$ cat config.mk
export PLATFORM = sky130hd
export DESIGN_NAME = color_wheel_pixel_unit
export DESIGN_NICKNAME = d
export VERILOG_FILES = /design/src/rtl/cwp_pkg.sv /design/src/rtl/cwp_front.sv /design/src/rtl/cwp_iter_stage.sv /design/src/rtl/cwp_hue.sv /design/src/rtl/cwp_color.sv /design/src/rtl/color_wheel_pixel_unit.sv
export SDC_FILE = /design/constraint.sdc
export NUM_CORES = 2
export LEC_CHECK = 0
export BUFFER_PORTS_ARGS = -buffer_cell sky130_fd_sc_hd__buf_4
export CORE_MARGIN = 3
export CORE_UTILIZATION = 38
export CTS_BUF_LIST = sky130_fd_sc_hd__clkbuf_4
export CTS_CLUSTER_DIAMETER = 60
export CTS_CLUSTER_SIZE = 14
export DETAILED_ROUTE_END_ITERATION = 10
export HOLD_SLACK_MARGIN = 0.02
export PLACE_DENSITY_LB_ADDON = 0.1
export SKIP_CTS_REPAIR_TIMING = 1
export SYNTH_ARGS = -nofsm -noshare
export SYNTH_HDL_FRONTEND = slang
export SYNTH_SLANG_ARGS = --single-unit
$ cat constraint.sdc
create_clock -name clk -period 149.3 [get_ports clk]
set_input_delay 37.325 -clock clk [delete_from_list [all_inputs] [get_ports clk]]
set_output_delay 37.325 -clock clk [all_outputs]
set_load 0.1 [all_outputs]
$ cat src/rtl/cwp_pkg.sv
`timescale 1ns / 1ps
`default_nettype none

package cwp_pkg;

    // Angle divider: 16 quotient bits, two per stage.
    localparam int DivStepsPerStage = 2;
    localparam int DivStages        = 8;
    // Square root: 8 result bits, two per stage, in the first stages of the divider.
    localparam int SqrtStages       = 4;

    // Q16 angle constants.
    localparam logic signed [20:0] QPi    = 21'sd205887;
    localparam logic signed [20:0] QPiBy2 = 21'sd102944;
    localparam logic signed [20:0] QTwoPi = 21'sd411774;
    localparam logic [14:0]        QK028  = 15'd18350;

    // Hue scaling: hue = floor(shifted * 255 / QTwoPi) via reciprocal 2^32 / QTwoPi.
    localparam logic [13:0] HueRecip = 14'd10430;
    localparam logic [18:0] HueDiv   = 19'd411774;

    localparam logic [7:0] SectorWidth = 8'd43;

    // Configuration register indexes.
    localparam logic [1:0] RegRadius = 2'd0;
    localparam logic [1:0] RegGain   = 2'd1;
    localparam logic [1:0] RegDark   = 2'd2;

    // Word moving through the angle and distance stages.
    typedef struct packed {
        logic        x_zero;
        logic        y_pos;
        logic        y_neg;
        logic        x_neg;
        logic        same;
        logic        lt;
        logic [30:0] den;
        logic [30:0] drem;
        logic [15:0] quo;
        logic [15:0] srem;
        logic [7:0]  root;
    } pipe_t;

    // Word handed from the hue stages to the color stages.
    typedef struct packed {
        logic       black;
        logic [7:0] hue;
        logic [7:0] sat;
    } shade_t;

endpackage

`default_nettype wire

$ cat src/rtl/cwp_front.sv
`timescale 1ns / 1ps
`default_nettype none

module cwp_front
    import cwp_pkg::*;
(
    input  wire logic        clk,
    input  wire logic        rst_n,
    input  wire logic        adv,
    input  wire logic        in_valid,
    input  wire logic [7:0]  point_x,
    input  wire logic [7:0]  point_y,
    output logic             out_valid,
    output pipe_t            out_word
);

    logic [2:0]  valid_reg;
    logic [7:0]  ax_reg, ay_reg;
    logic [5:0]  flag1_reg, flag2_reg;
    logic [14:0] mm_reg, nn_reg, mn_reg;
    pipe_t       word_reg;

    logic [7:0]  ax_next, ay_next;
    logic [7:0]  m_val, n_val;
    logic [28:0] knn;

    // Stage 1: magnitudes and sign flags.
    always_comb
    begin
        ax_next = point_x[7] ? 8'(-point_x) : point_x;
        ay_next = point_y[7] ? 8'(-point_y) : point_y;
    end

    // Stage 2 operands: larger and smaller magnitude.
    always_comb
    begin
        m_val = flag1_reg[0] ? ax_reg : ay_reg;
        n_val = flag1_reg[0] ? ay_reg : ax_reg;
        knn   = 29'(nn_reg) * 29'(QK028);
    end

    // Valid bits.
    always_ff @(posedge clk or negedge rst_n)
    begin
        if (!rst_n)
        begin
            valid_reg <= '0;
        end
        else if (adv)
        begin
            valid_reg <= {valid_reg[1:0], in_valid};
        end
    end

    // Payload registers.
    always_ff @(posedge clk)
    begin
        if (adv)
        begin
            ax_reg    <= ax_next;
            ay_reg    <= ay_next;
            flag1_reg <= {point_x == 8'd0,
                          !point_y[7] && (point_y != 8'd0),
                          point_y[7],
                          point_x[7],
                          point_x[7] == point_y[7],
                          ay_next < ax_next};
            flag2_reg <= flag1_reg;
            mm_reg    <= 15'(16'(m_val) * 16'(m_val));
            nn_reg    <= 15'(16'(n_val) * 16'(n_val));
            mn_reg    <= 15'(16'(m_val) * 16'(n_val));
            word_reg.x_zero <= flag2_reg[5];
            word_reg.y_pos  <= flag2_reg[4];
            word_reg.y_neg  <= flag2_reg[3];
            word_reg.x_neg  <= flag2_reg[2];
            word_reg.same   <= flag2_reg[1];
            word_reg.lt     <= flag2_reg[0];
            word_reg.den    <= {mm_reg, 16'd0} + 31'(knn);
            word_reg.drem   <= {mn_reg, 16'd0};
            word_reg.quo    <= '0;
            word_reg.srem   <= 16'(17'(mm_reg) + 17'(nn_reg));
            word_reg.root   <= '0;
        end
    end

    assign out_valid = valid_reg[2];
    assign out_word  = word_reg;

endmodule

`default_nettype wire

$ cat src/rtl/cwp_iter_stage.sv
`timescale 1ns / 1ps
`default_nettype none

module cwp_iter_stage
    import cwp_pkg::*;
#(
    parameter int Idx = 0
)
(
    input  wire logic  clk,
    input  wire logic  rst_n,
    input  wire logic  adv,
    input  wire logic  in_valid,
    input  pipe_t      in_word,
    output logic       out_valid,
    output pipe_t      out_word
);

    logic  valid_reg;
    pipe_t word_reg;
    pipe_t word_next;

    // Two restoring division steps, and two square root digits in early stages.
    always_comb
    begin
        logic [31:0] r2;
        logic [17:0] trial;
        int          k;
        word_next = in_word;
        for (int j = 0; j < DivStepsPerStage; j++)
        begin
            r2 = {word_next.drem, 1'b0};
            if (r2 >= {1'b0, word_next.den})
            begin
                word_next.drem = 31'(r2 - {1'b0, word_next.den});
                word_next.quo  = {word_next.quo[14:0], 1'b1};
            end
            else
            begin
                word_next.drem = r2[30:0];
                word_next.quo  = {word_next.quo[14:0], 1'b0};
            end
            if (Idx < SqrtStages)
            begin
                k     = 7 - (2 * Idx + j);
                trial = (18'(word_next.root) << (k + 1)) + (18'd1 << (2 * k));
                if ({2'b00, word_next.srem} >= trial)
                begin
                    word_next.srem = 16'({2'b00, word_next.srem} - trial);
                    word_next.root = word_next.root | (8'd1 << k);
                end
            end
        end
    end

    always_ff @(posedge clk or negedge rst_n)
    begin
        if (!rst_n)
        begin
            valid_reg <= 1'b0;
        end
        else if (adv)
        begin
            valid_reg <= in_valid;
        end
    end

    always_ff @(posedge clk)
    begin
        if (adv)
        begin
            word_reg <= word_next;
        end
    end

    assign out_valid = valid_reg;
    assign out_word  = word_reg;

endmodule

`default_nettype wire

$ cat src/rtl/cwp_hue.sv
`timescale 1ns / 1ps
`default_nettype none

module cwp_hue
    import cwp_pkg::*;
(
    input  wire logic        clk,
    input  wire logic        rst_n,
    input  wire logic        adv,
    input  wire logic [6:0]  wheel_radius,
    input  wire logic [7:0]  saturation_gain,
    input  wire logic        in_valid,
    input  pipe_t            in_word,
    output logic             out_valid,
    output shade_t           out_shade
);

    logic [3:0]  valid_reg;
    logic [26:0] m1_reg, m2_reg, m3_reg;
    logic [40:0] prod_reg;
    logic [7:0]  est_reg;
    logic [26:0] estd_reg;
    logic [7:0]  sat1_reg, sat2_reg, sat3_reg;
    logic        blk1_reg, blk2_reg, blk3_reg;
    shade_t      shade_reg;

    logic signed [20:0] q_val, a_val, sh_val;
    logic [18:0]        clamp_val;
    logic [26:0]        diff_val;

    // Angle shifted by pi, clamped to 0..2pi.
    always_comb
    begin
        q_val = 21'(in_word.quo);
        a_val = '0;
        sh_val = QPi;
        if (in_word.x_zero)
        begin
            if (in_word.y_pos)
            begin
                sh_val = QPi + QPiBy2;
            end
            else if (in_word.y_neg)
            begin
                sh_val = QPi - QPiBy2;
            end
            else
            begin
                sh_val = QPi;
            end
        end
        else if (in_word.lt)
        begin
            a_val = in_word.same ? q_val : -q_val;
            if (in_word.x_neg)
            begin
                sh_val = in_word.y_neg ? a_val : a_val + QTwoPi;
            end
            else
            begin
                sh_val = a_val + QPi;
            end
        end
        else
        begin
            a_val  = in_word.same ? QPiBy2 - q_val : QPiBy2 + q_val;
            sh_val = in_word.y_neg ? a_val : a_val + QPi;
        end
        if (sh_val < 0)
        begin
            clamp_val = '0;
        end
        else if (sh_val > QTwoPi)
        begin
            clamp_val = 19'(QTwoPi);
        end
        else
        begin
            clamp_val = sh_val[18:0];
        end
    end

    // Correction of the reciprocal estimate.
    assign diff_val = m3_reg - estd_reg;

    always_ff @(posedge clk or negedge rst_n)
    begin
        if (!rst_n)
        begin
            valid_reg <= '0;
        end
        else if (adv)
        begin
            valid_reg <= {valid_reg[2:0], in_valid};
        end
    end

    always_ff @(posedge clk)
    begin
        if (adv)
        begin
            // Stage 1: scale by 255, saturation, outside test.
            m1_reg   <= {clamp_val, 8'd0} - 27'(clamp_val);
            sat1_reg <= 8'(16'(in_word.root) * 16'(saturation_gain));
            blk1_reg <= in_word.root > {1'b0, wheel_radius};
            // Stage 2: reciprocal product.
            prod_reg <= 41'(m1_reg) * 41'(HueRecip);
            m2_reg   <= m1_reg;
            sat2_reg <= sat1_reg;
            blk2_reg <= blk1_reg;
            // Stage 3: estimate and back product.
            est_reg  <= prod_reg[39:32];
            estd_reg <= 27'(27'(prod_reg[39:32]) * 27'(HueDiv));
            m3_reg   <= m2_reg;
            sat3_reg <= sat2_reg;
            blk3_reg <= blk2_reg;
            // Stage 4: corrected hue.
            shade_reg.hue   <= est_reg + 8'(diff_val >= 27'(HueDiv));
            shade_reg.sat   <= sat3_reg;
            shade_reg.black <= blk3_reg;
        end
    end

    assign out_valid = valid_reg[3];
    assign out_shade = shade_reg;

endmodule

`default_nettype wire

$ cat src/rtl/cwp_color.sv
`timescale 1ns / 1ps
`default_nettype none

module cwp_color
    import cwp_pkg::*;
(
    input  wire logic        clk,
    input  wire logic        rst_n,
    input  wire logic        adv,
    input  wire logic [7:0]  darkness,
    input  wire logic        in_valid,
    input  shade_t           in_shade,
    output logic             out_valid,
    output logic [15:0]      pixel_color
);

    logic [4:0]  valid_reg;
    logic [2:0]  sec1_reg, sec2_reg;
    logic [7:0]  rem1_reg, sat1_reg, sat2_reg;
    logic        blk1_reg, blk2_reg, blk3_reg, blk4_reg;
    logic [7:0]  p_reg, sr_reg, st_reg;
    logic [7:0]  r_reg, g_reg, b_reg;
    logic [15:0] rp_reg, gp_reg, bp_reg;
    logic [15:0] pix_reg;

    logic [2:0]  sec_val;
    logic [7:0]  base_val, q_val, t_val;
    logic [7:0]  r_next, g_next, b_next;
    logic [7:0]  rs_val, gs_val, bs_val;
    logic [15:0] sr_prod, st_prod, p_prod;

    // Sector of the hue.
    always_comb
    begin
        if (in_shade.hue >= 8'd215)
        begin
            sec_val = 3'd5;
        end
        else if (in_shade.hue >= 8'd172)
        begin
            sec_val = 3'd4;
        end
        else if (in_shade.hue >= 8'd129)
        begin
            sec_val = 3'd3;
        end
        else if (in_shade.hue >= 8'd86)
        begin
            sec_val = 3'd2;
        end
        else if (in_shade.hue >= SectorWidth)
        begin
            sec_val = 3'd1;
        end
        else
        begin
            sec_val = 3'd0;
        end
        base_val = 8'(11'(sec_val) * 11'(SectorWidth));
    end

    // Partial products of the saturation terms.
    always_comb
    begin
        sr_prod = 16'(sat1_reg) * 16'(rem1_reg);
        st_prod = 16'(sat1_reg) * 16'(8'd255 - rem1_reg);
        p_prod  = {8'd255 - sat1_reg, 8'd0} - 16'(8'd255 - sat1_reg);
    end

    // Channel selection per sector at full value.
    always_comb
    begin
        logic [15:0] qq, tt;
        qq     = {8'd255 - sr_reg, 8'd0} - 16'(8'd255 - sr_reg);
        tt     = {8'd255 - st_reg, 8'd0} - 16'(8'd255 - st_reg);
        q_val  = qq[15:8];
        t_val  = tt[15:8];
        r_next = 8'd255;
        g_next = 8'd255;
        b_next = 8'd255;
        if (sat2_reg != 8'd0)
        begin
            case (sec2_reg)
                3'd0:    begin r_next = 8'd255; g_next = t_val;  b_next = p_reg;  end
                3'd1:    begin r_next = q_val;  g_next = 8'd255; b_next = p_reg;  end
                3'd2:    begin r_next = p_reg;  g_next = 8'd255; b_next = t_val;  end
                3'd3:    begin r_next = p_reg;  g_next = q_val;  b_next = 8'd255; end
                3'd4:    begin r_next = t_val;  g_next = p_reg;  b_next = 8'd255; end
                default: begin r_next = 8'd255; g_next = p_reg;  b_next = q_val;  end
            endcase
        end
    end

    // Exact floor(v / 255) for v up to 255 * 255, the largest darkness product.
    always_comb
    begin
        logic [16:0] rv, gv, bv;
        rv     = 17'(rp_reg) + 17'(rp_reg[15:8]) + 17'd1;
        gv     = 17'(gp_reg) + 17'(gp_reg[15:8]) + 17'd1;
        bv     = 17'(bp_reg) + 17'(bp_reg[15:8]) + 17'd1;
        rs_val = rv[15:8];
        gs_val = gv[15:8];
        bs_val = bv[15:8];
    end

    always_ff @(posedge clk or negedge rst_n)
    begin
        if (!rst_n)
        begin
            valid_reg <= '0;
        end
        else if (adv)
        begin
            valid_reg <= {valid_reg[3:0], in_valid};
        end
    end

    always_ff @(posedge clk)
    begin
        if (adv)
        begin
            // Stage 1: sector and remainder.
            sec1_reg <= sec_val;
            rem1_reg <= 8'(11'(in_shade.hue - base_val) * 11'd6);
            sat1_reg <= in_shade.sat;
            blk1_reg <= in_shade.black;
            // Stage 2: p and scaled remainders.
            sec2_reg <= sec1_reg;
            sat2_reg <= sat1_reg;
            blk2_reg <= blk1_reg;
            p_reg    <= p_prod[15:8];
            sr_reg   <= sr_prod[15:8];
            st_reg   <= st_prod[15:8];
            // Stage 3: channels.
            r_reg    <= r_next;
            g_reg    <= g_next;
            b_reg    <= b_next;
            blk3_reg <= blk2_reg;
            // Stage 4: darkness products.
            rp_reg   <= 16'(r_reg) * 16'(darkness);
            gp_reg   <= 16'(g_reg) * 16'(darkness);
            bp_reg   <= 16'(b_reg) * 16'(darkness);
            blk4_reg <= blk3_reg;
            // Stage 5: packed color.
            pix_reg  <= blk4_reg ? 16'd0 : {rs_val[7:3], gs_val[7:2], bs_val[7:3]};
        end
    end

    assign out_valid   = valid_reg[4];
    assign pixel_color = pix_reg;

endmodule

`default_nettype wire

$ cat src/rtl/color_wheel_pixel_unit.sv
// Channel   | Direction | Handshake                   | Word
// point     | in        | point_valid / point_ready   | point_x, point_y (signed 8 bits)
// pixel     | out       | pixel_valid / pixel_ready   | pixel_color (RGB565)
// config    | in        | APB psel/penable/pready     | paddr, pwdata, prdata
//
// One word enters per cycle while the output is not stalled; the stages are 3 front,
// 8 divider/root, 4 hue and 5 color, with the output held in the last color stage.
// The 16-step angle divider, two quotient bits per stage, sets the depth.
// Reset clears all valid bits and loads the register reset values.
// A stall at the output freezes every stage together; nothing is lost or repeated.
`timescale 1ns / 1ps
`default_nettype none

module color_wheel_pixel_unit
    import cwp_pkg::*;
(
    input  wire logic        clk,
    input  wire logic        rst_n,
    input  wire logic        point_valid,
    output logic             point_ready,
    input  wire logic [7:0]  point_x,
    input  wire logic [7:0]  point_y,
    output logic             pixel_valid,
    input  wire logic        pixel_ready,
    output logic [15:0]      pixel_color,
    input  wire logic        psel,
    input  wire logic        penable,
    input  wire logic        pwrite,
    input  wire logic [3:0]  paddr,
    input  wire logic [31:0] pwdata,
    output logic [31:0]      prdata,
    output logic             pready
);

    logic [6:0] radius_reg;
    logic [7:0] gain_reg;
    logic [7:0] dark_reg;
    logic       adv;

    logic       fv;
    pipe_t      fw;
    logic       iv [DivStages];
    pipe_t      iw [DivStages];
    logic       hv;
    shade_t     hs;

    // Whole pipeline moves unless the output word is stuck.
    assign adv         = !pixel_valid || pixel_ready;
    assign point_ready = adv;
    assign pready      = 1'b1;

    // Configuration registers.
    always_ff @(posedge clk or negedge rst_n)
    begin
        if (!rst_n)
        begin
            radius_reg <= 7'd15;
            gain_reg   <= 8'd16;
            dark_reg   <= 8'd255;
        end
        else if (psel && penable && pwrite)
        begin
            unique case (paddr[3:2])
                RegRadius: radius_reg <= pwdata[6:0];
                RegGain:   gain_reg   <= pwdata[7:0];
                RegDark:   dark_reg   <= pwdata[7:0];
                default:   ;
            endcase
        end
    end

    // Register readback.
    always_comb
    begin
        unique case (paddr[3:2])
            RegRadius: prdata = {25'd0, radius_reg};
            RegGain:   prdata = {24'd0, gain_reg};
            RegDark:   prdata = {24'd0, dark_reg};
            default:   prdata = '0;
        endcase
    end

    cwp_front u_front (
        .clk       (clk),
        .rst_n     (rst_n),
        .adv       (adv),
        .in_valid  (point_valid),
        .point_x   (point_x),
        .point_y   (point_y),
        .out_valid (fv),
        .out_word  (fw)
    );

    // Divider and square root stages.
    for (genvar g = 0; g < DivStages; g++)
    begin : g_iter
        if (g == 0)
        begin : g_first
            cwp_iter_stage #(.Idx(g)) u_stage (
                .clk       (clk),
                .rst_n     (rst_n),
                .adv       (adv),
                .in_valid  (fv),
                .in_word   (fw),
                .out_valid (iv[g]),
                .out_word  (iw[g])
            );
        end
        else
        begin : g_next
            cwp_iter_stage #(.Idx(g)) u_stage (
                .clk       (clk),
                .rst_n     (rst_n),
                .adv       (adv),
                .in_valid  (iv[g-1]),
                .in_word   (iw[g-1]),
                .out_valid (iv[g]),
                .out_word  (iw[g])
            );
        end
    end

    cwp_hue u_hue (
        .clk             (clk),
        .rst_n           (rst_n),
        .adv             (adv),
        .wheel_radius    (radius_reg),
        .saturation_gain (gain_reg),
        .in_valid        (iv[DivStages-1]),
        .in_word         (iw[DivStages-1]),
        .out_valid       (hv),
        .out_shade       (hs)
    );

    cwp_color u_color (
        .clk         (clk),
        .rst_n       (rst_n),
        .adv         (adv),
        .darkness    (dark_reg),
        .in_valid    (hv),
        .in_shade    (hs),
        .out_valid   (pixel_valid),
        .pixel_color (pixel_color)
    );

endmodule

`default_nettype wire

**After elaboration in Yosys (flattened, before gate mapping)**

Cells that the tools add are included.

- Bits of input ports: 59
- Word-level logic and storage cells: 335
- Bits in registers: 1242
- Output and inout port bits: 51

- $mul: 14
- Magnitude comparators: 34
- Mux-type cells: 47
- Add/subtract/negate cells: 59
- Equality and inequality tests: 7
- Reductions and logical operators: 18

Operator list:

| kind | number |
|---|---|
| 47-bit 2-to-1 mux | 15 |
| 32-bit by 31-bit >= comparator with 1-bit output | 16 |
| 31-bit subtractor | 15 |
| 21-bit 2-to-1 mux | 8 |
| 24-bit 2-to-1 mux | 7 |
| 16-bit subtractor | 9 |
| 16-bit by 18-bit >= comparator with 1-bit output | 7 |
| 8-bit case mux with 3 select lines | 4 |
| 16-bit by 1-bit adder with 16-bit output, second input constant | 3 |
| 16-bit by 8-bit adder with 16-bit output | 3 |
| 8-bit by 8-bit multiplier with 16-bit output | 3 |
| 8-bit by 8-bit multiplier with 15-bit output | 3 |
| 21-bit by 19-bit adder with 21-bit output, second input constant | 2 |
| 27-bit by 13-bit multiplier with 39-bit output, second input constant | 1 |
| 19-bit 2-to-1 mux | 2 |
| 8-bit by 8-bit subtractor with 9-bit output, first input constant | 4 |
| 8-bit 2-to-1 mux | 4 |
| 31-bit by 29-bit adder with 31-bit output | 1 |
| 15-bit by 14-bit multiplier with 28-bit output, second input constant | 1 |
| 27-bit by 19-bit >= comparator with 1-bit output, second input constant | 1 |
| 27-bit by 19-bit subtractor with 27-bit output | 1 |
| 27-bit subtractor | 1 |
| 8-bit by 18-bit multiplier with 26-bit output, second input constant | 1 |
| 8-bit >= comparator, second input constant | 3 |
| 47 further kinds | 64 |

**Logic depth before layout (Yosys ltp)**

- Depth after elaboration: 11
- Gate-level depth with buffers: 38
- Depth with buffers taken out: 38

**Hierarchy**

Synthesis repeated with hierarchy kept, for this count alone.

- Cells, all modules: 11396
- Area total of the unflattened synthesis: 116993.5 um2

Modules (own cells, without submodules):

| module | instances | sequential area each (um2) | cells each | area an instance (um2) |
|---|---|---|---|---|
| cwp_iter_stage at g_iter[4].g_next.u_stage ... | 3 | 3268.1 | 658 | 7388.3 |
| cwp_hue | 1 | 5024.8 | 2054 | 20158.1 |
| cwp_color | 1 | 4479.3 | 1676 | 16647.2 |
| cwp_front | 1 | 4189.0 | 1454 | 15374.7 |
| cwp_iter_stage at g_iter[2].g_next.u_stage | 1 | 3268.1 | 927 | 8911.0 |
| cwp_iter_stage at g_iter[3].g_next.u_stage | 1 | 3268.1 | 885 | 8638.3 |
| cwp_iter_stage at g_iter[1].g_next.u_stage | 1 | 3268.1 | 831 | 8315.5 |
| cwp_iter_stage at g_iter[0].g_first.u_stage | 1 | 3268.1 | 793 | 8171.6 |
| cwp_iter_stage at g_iter[7].g_next.u_stage | 1 | 3268.1 | 695 | 7304.5 |
| color_wheel_pixel_unit | 1 | 591.8 | 107 | 1307.5 |

**Worst setup path before layout**

Ideal clock, no wire load.

- Kind: input-to-output
- Start point: input port pixel_ready
- End point: output port point_ready
- Setup slack: 44.510 ns
- Data required time: 111.975 ns
- Arrival: 67.465 ns
- Path buffers: 1
- Stages: 2
- Cells stage by stage: nand2b_1 > clkbuf_1

- Cells in the longest elaborated chain, start to end: 1

Ends and longest elaborated chain:

| element | RTL line | text |
|---|---|---|
| start, declared | color_wheel_pixel_unit.sv:24 | `input wire logic pixel_ready,` |
| 1-bit logical OR | color_wheel_pixel_unit.sv:48 | `assign adv = !pixel_valid \|\| pixel_ready;` |
| end, declared | color_wheel_pixel_unit.sv:20 | `output logic point_ready,` |

Every way passes these cells.

**Worst setup path after layout**

- Start point: input port paddr[2]
- End point: output port prdata[2]

- Cells in the longest elaborated chain, start to end: 2
- Elaborated cells between the ends (all ways): 4
- Classes of those cells: eq/ne (2); mux (1); reduce/logical (1)

Ends and longest elaborated chain:

| element | RTL line | text |
|---|---|---|
| start, declared | color_wheel_pixel_unit.sv:29 | `input wire logic [3:0] paddr,` |
| 2-bit equality test, or another cell as far along | color_wheel_pixel_unit.sv:75 | `unique case (paddr[3:2])` |
| 8-bit case mux with 3 select lines * | color_wheel_pixel_unit.sv:75 |  |
| end, declared | color_wheel_pixel_unit.sv:31 | `output logic [31:0] prdata,` |

Mark *: on every way between the ends. The rest lies on a longest branch, timed or not.

==> impl_results.md <==
- CTS buffer count: 147
- Kind of end point of the critical path: output port
- Unrepaired setup endpoints after global routing: no
- Setup violation total in the final timing report: 0
- Combined area of all synthesized cells: 98700 µm²
- Timing startpoint of the critical path: paddr[2]
- Number of warnings issued by yosys: 0
- Horizontal die dimension: slightly above 500 µm
- Leading register cell type out of synthesis: edfxtp_1
- Most instantiated library cell after synthesis: inv_1
- Post-Synthesis Mean Instance Area: 10.1 µm²
- TritonCTS clock tree: done
- Worst relative slew slack: 0.172
- Core area: between 200000 and 300000 µm²
- R2R cell count: 32
- Sequential cell area fraction in the yosys report: 0.339
- Setup crit start kind: input port
- Number of synthesized flops with an enable pin: roughly 1100
- GRT overflow: 0
- Routability-driven placement congestion ratio: between 0.8 and 0.9
- Antenna-violating nets left: 0
- Number of flip-flops in the largest register: between 500 and 600
- First-pass GRT wire length: ~380000 µm
- Type of the worst min-delay path: reg2reg
- Count of placed standard cells in the final layout, fillers left out: 13330
- Total Negative Setup Slacks: 0 ns
- Layout Skew: 0.136 ns
- Transition time of the tightest slew-check pin: 1.24 ns
- DRC Markers: 0
- Cells after DPL: around 13000
- Wire length after detailed routing: ~230000 µm
- Final Slew Violations: 0
- Data required time of the critical path: about 110 ns
- Yosys cell types: approximately 120
- Y dimension of the die: between 500 and 600 µm
- Placed wire-length estimate after detailed placement: 185000 µm
- Vias after detailed routing: a little under 70000
- Register clock-pin slew on the reported worst setup and hold paths: 0.12 ns
- CTS H-tree depth: 4
- Boundary pin count: 110
- Number of flip-flops and latches in the synthesized netlist: between 1000 and 1500
- Critical setup path kind: in2out
- Reg2reg end: g_iter[4].g_next.u_stage.out_word[60]$_DFFE_PP_
- Cell taking the most area after synthesis: edfxtp_1
- Via count of the first global-routing pass: 69780
- Fin nets: roughly 12000
- Number of search-and-repair iterations in the first detailed-routing pass: 5
- Port Buffers: 58
- # Max-Cap Violations: 0
- Fraction of the cycle the final worst path needs: 0.508
- Status: finished, final reports clean
- Post-layout min period: roughly 76 ns
- Antenna violations before repair: 4
- Maximum number of buffers from clock root to sink: 4
- Endpoint arrival time on the critical path: 38.45 ns
- Number of rows in the core area: 186
- Worst setup path endpoint: prdata[2]
- Hold Fails Final Rpt: 0
- Starting density of the core: 0.383
- DR vias/cell: 5.15
- Synth top area share: 0.328
- Routed len/inst: approximately 17 µm
- GRT Resource Usage Total: 0.175
- Root buf cell: clkbuf_4
- Drt first-iter violations: roughly 3700
- Highest clock rate: around 0.013 GHz
- Most frequent cells after synthesis: inv_1, ha_1, edfxtp_1
- Fraction of synthesis flops using an asynchronous set or reset pin: 0.0383
- Layout overhead on the synthesized area: 6.70%
- Die ar.: 266000 µm²
- Launching point of the worst reg2reg path: g_iter[3].g_next.u_stage.out_word[73]$_DFFE_PP_
- Worst skew pair latency: roughly 1.2 ns
- Clock Sink Count: around 1100
- Count of mapped cells out of synthesis: 9762
- Setup slack of the worst register-to-register path: about 140 ns
- Maximum number of pins on one net before global-route repair: 178
- Maximum fanout along the worst path: 12
- Fraction of layout cells with a size suffix above 1: 0.0721
- Dominant cells by area after synthesis: edfxtp_1, ha_1, fa_1
[final cells by class]
| type | count | area [µm²] |
|---|---|---|
| timing repair buffer | 118 | 911 |
| clock buffer | 160 | 1200 |
| inverter | 1334 | 5010 |
| antenna | 11 | 27.5 |
| fill | 24973 | 152000 |
| clock inverter | 86 | 976 |
| sequential | 1122 | 33500 |
| tap | 3384 | 4230 |
| multi-input combinational | 7115 | 59400 |
[stage by stage]
stage	hold slack [ns]	worst slack [ns]	util	instance area (µm²)
2_1_floorplan	0.400	44.51	-	98800
3_3_place_gp	0.401	73.49	0.400	103000
3_5_place_dp	0.405	73.49	0.400	103000
4_1_cts	0.366	73.49	0.409	105000
5_1_grt	0.391	73.36	0.409	105000
6_report	0.383	73.53	0.409	105000
[per-layer routing]
metal,share of wire,GRT usage,vias up
met2,0.47,0.294,970
li1,-,-,34316
met4,0.029,0.0498,2
met3,0.027,0.0176,322
met1,0.47,0.239,33017
met5,0.000056,0,-
[worst min-delay path by stage]
stage	cells after the start	slack, ns	end	start
after floorplan	0	0.40	g_iter[0].g_first.u_stage.out_word[102]$_DFFE_PP_	u_front.out_word[102]$_DFFE_PP_
after global placement	0	0.40	g_iter[7].g_next.u_stage.out_word[0]$_DFFE_PP_	g_iter[6].g_next.u_stage.out_word[0]$_DFFE_PP_
after detailed placement	0	0.40	g_iter[4].g_next.u_stage.out_word[7]$_DFFE_PP_	g_iter[3].g_next.u_stage.out_word[7]$_DFFE_PP_
after CTS	0	0.37	u_color.blk2_reg$_DFFE_PP_	u_color.blk1_reg$_DFFE_PP_
after global routing	0	0.39	u_hue.m3_reg[13]$_DFFE_PP_	u_hue.m2_reg[13]$_DFFE_PP_
final	0	0.38	u_hue.m3_reg[13]$_DFFE_PP_	u_hue.m2_reg[13]$_DFFE_PP_
[cell families (layout without fill, tap and decap cells)]
| kind of cell | Yosys count | in the layout | synth area share |
|---|---|---|---|
| AO/OA/AOI/OAI | 1980 | 1980 | 0.130 |
| XOR/XNOR | 676 | 676 | 0.0603 |
| adder cells (fa/ha/maj) | 1716 | 1716 | 0.257 |
| buffers and inverters | 1555 | 1698 | 0.0608 |
| flip-flops | 1122 | 1122 | 0.339 |
| multiplexers | 285 | 285 | 0.0318 |
| other | 2 | 43 | 0.0000761 |
| AND/OR/NAND/NOR | 2426 | 2426 | 0.120 |
[cells in the final DEF (no fill, tap or decap), drive strengths merged, types with 52 or more instances in the layout]
master and count:
inv 1356, ha 1192, edfxtp 1079, nand2 723, nor2 576, fa 523, a21oi 521, o21ai 497
xnor2 487, a21o 234, mux2 227, and2 192, xor2 189, nor3 162, clkbuf 160, nand2b 132
nand3 130, nor2b 127, buf 118, o21a 107, nand4 96, o21bai 95, o31ai 67, a31oi 62
mux2i 58, nor4 55, or3 52, a21boi 52
[worst max-delay path, stage by stage]
cell	delay, ns
buf_4	0.17
nor2b_1	0.40
nand2_1	0.09
o21ai_0	0.12
buf_4	0.33
Power is not shown: default switching activity piles up to over one toggle a cycle in this logic, so the estimate is an artifact.
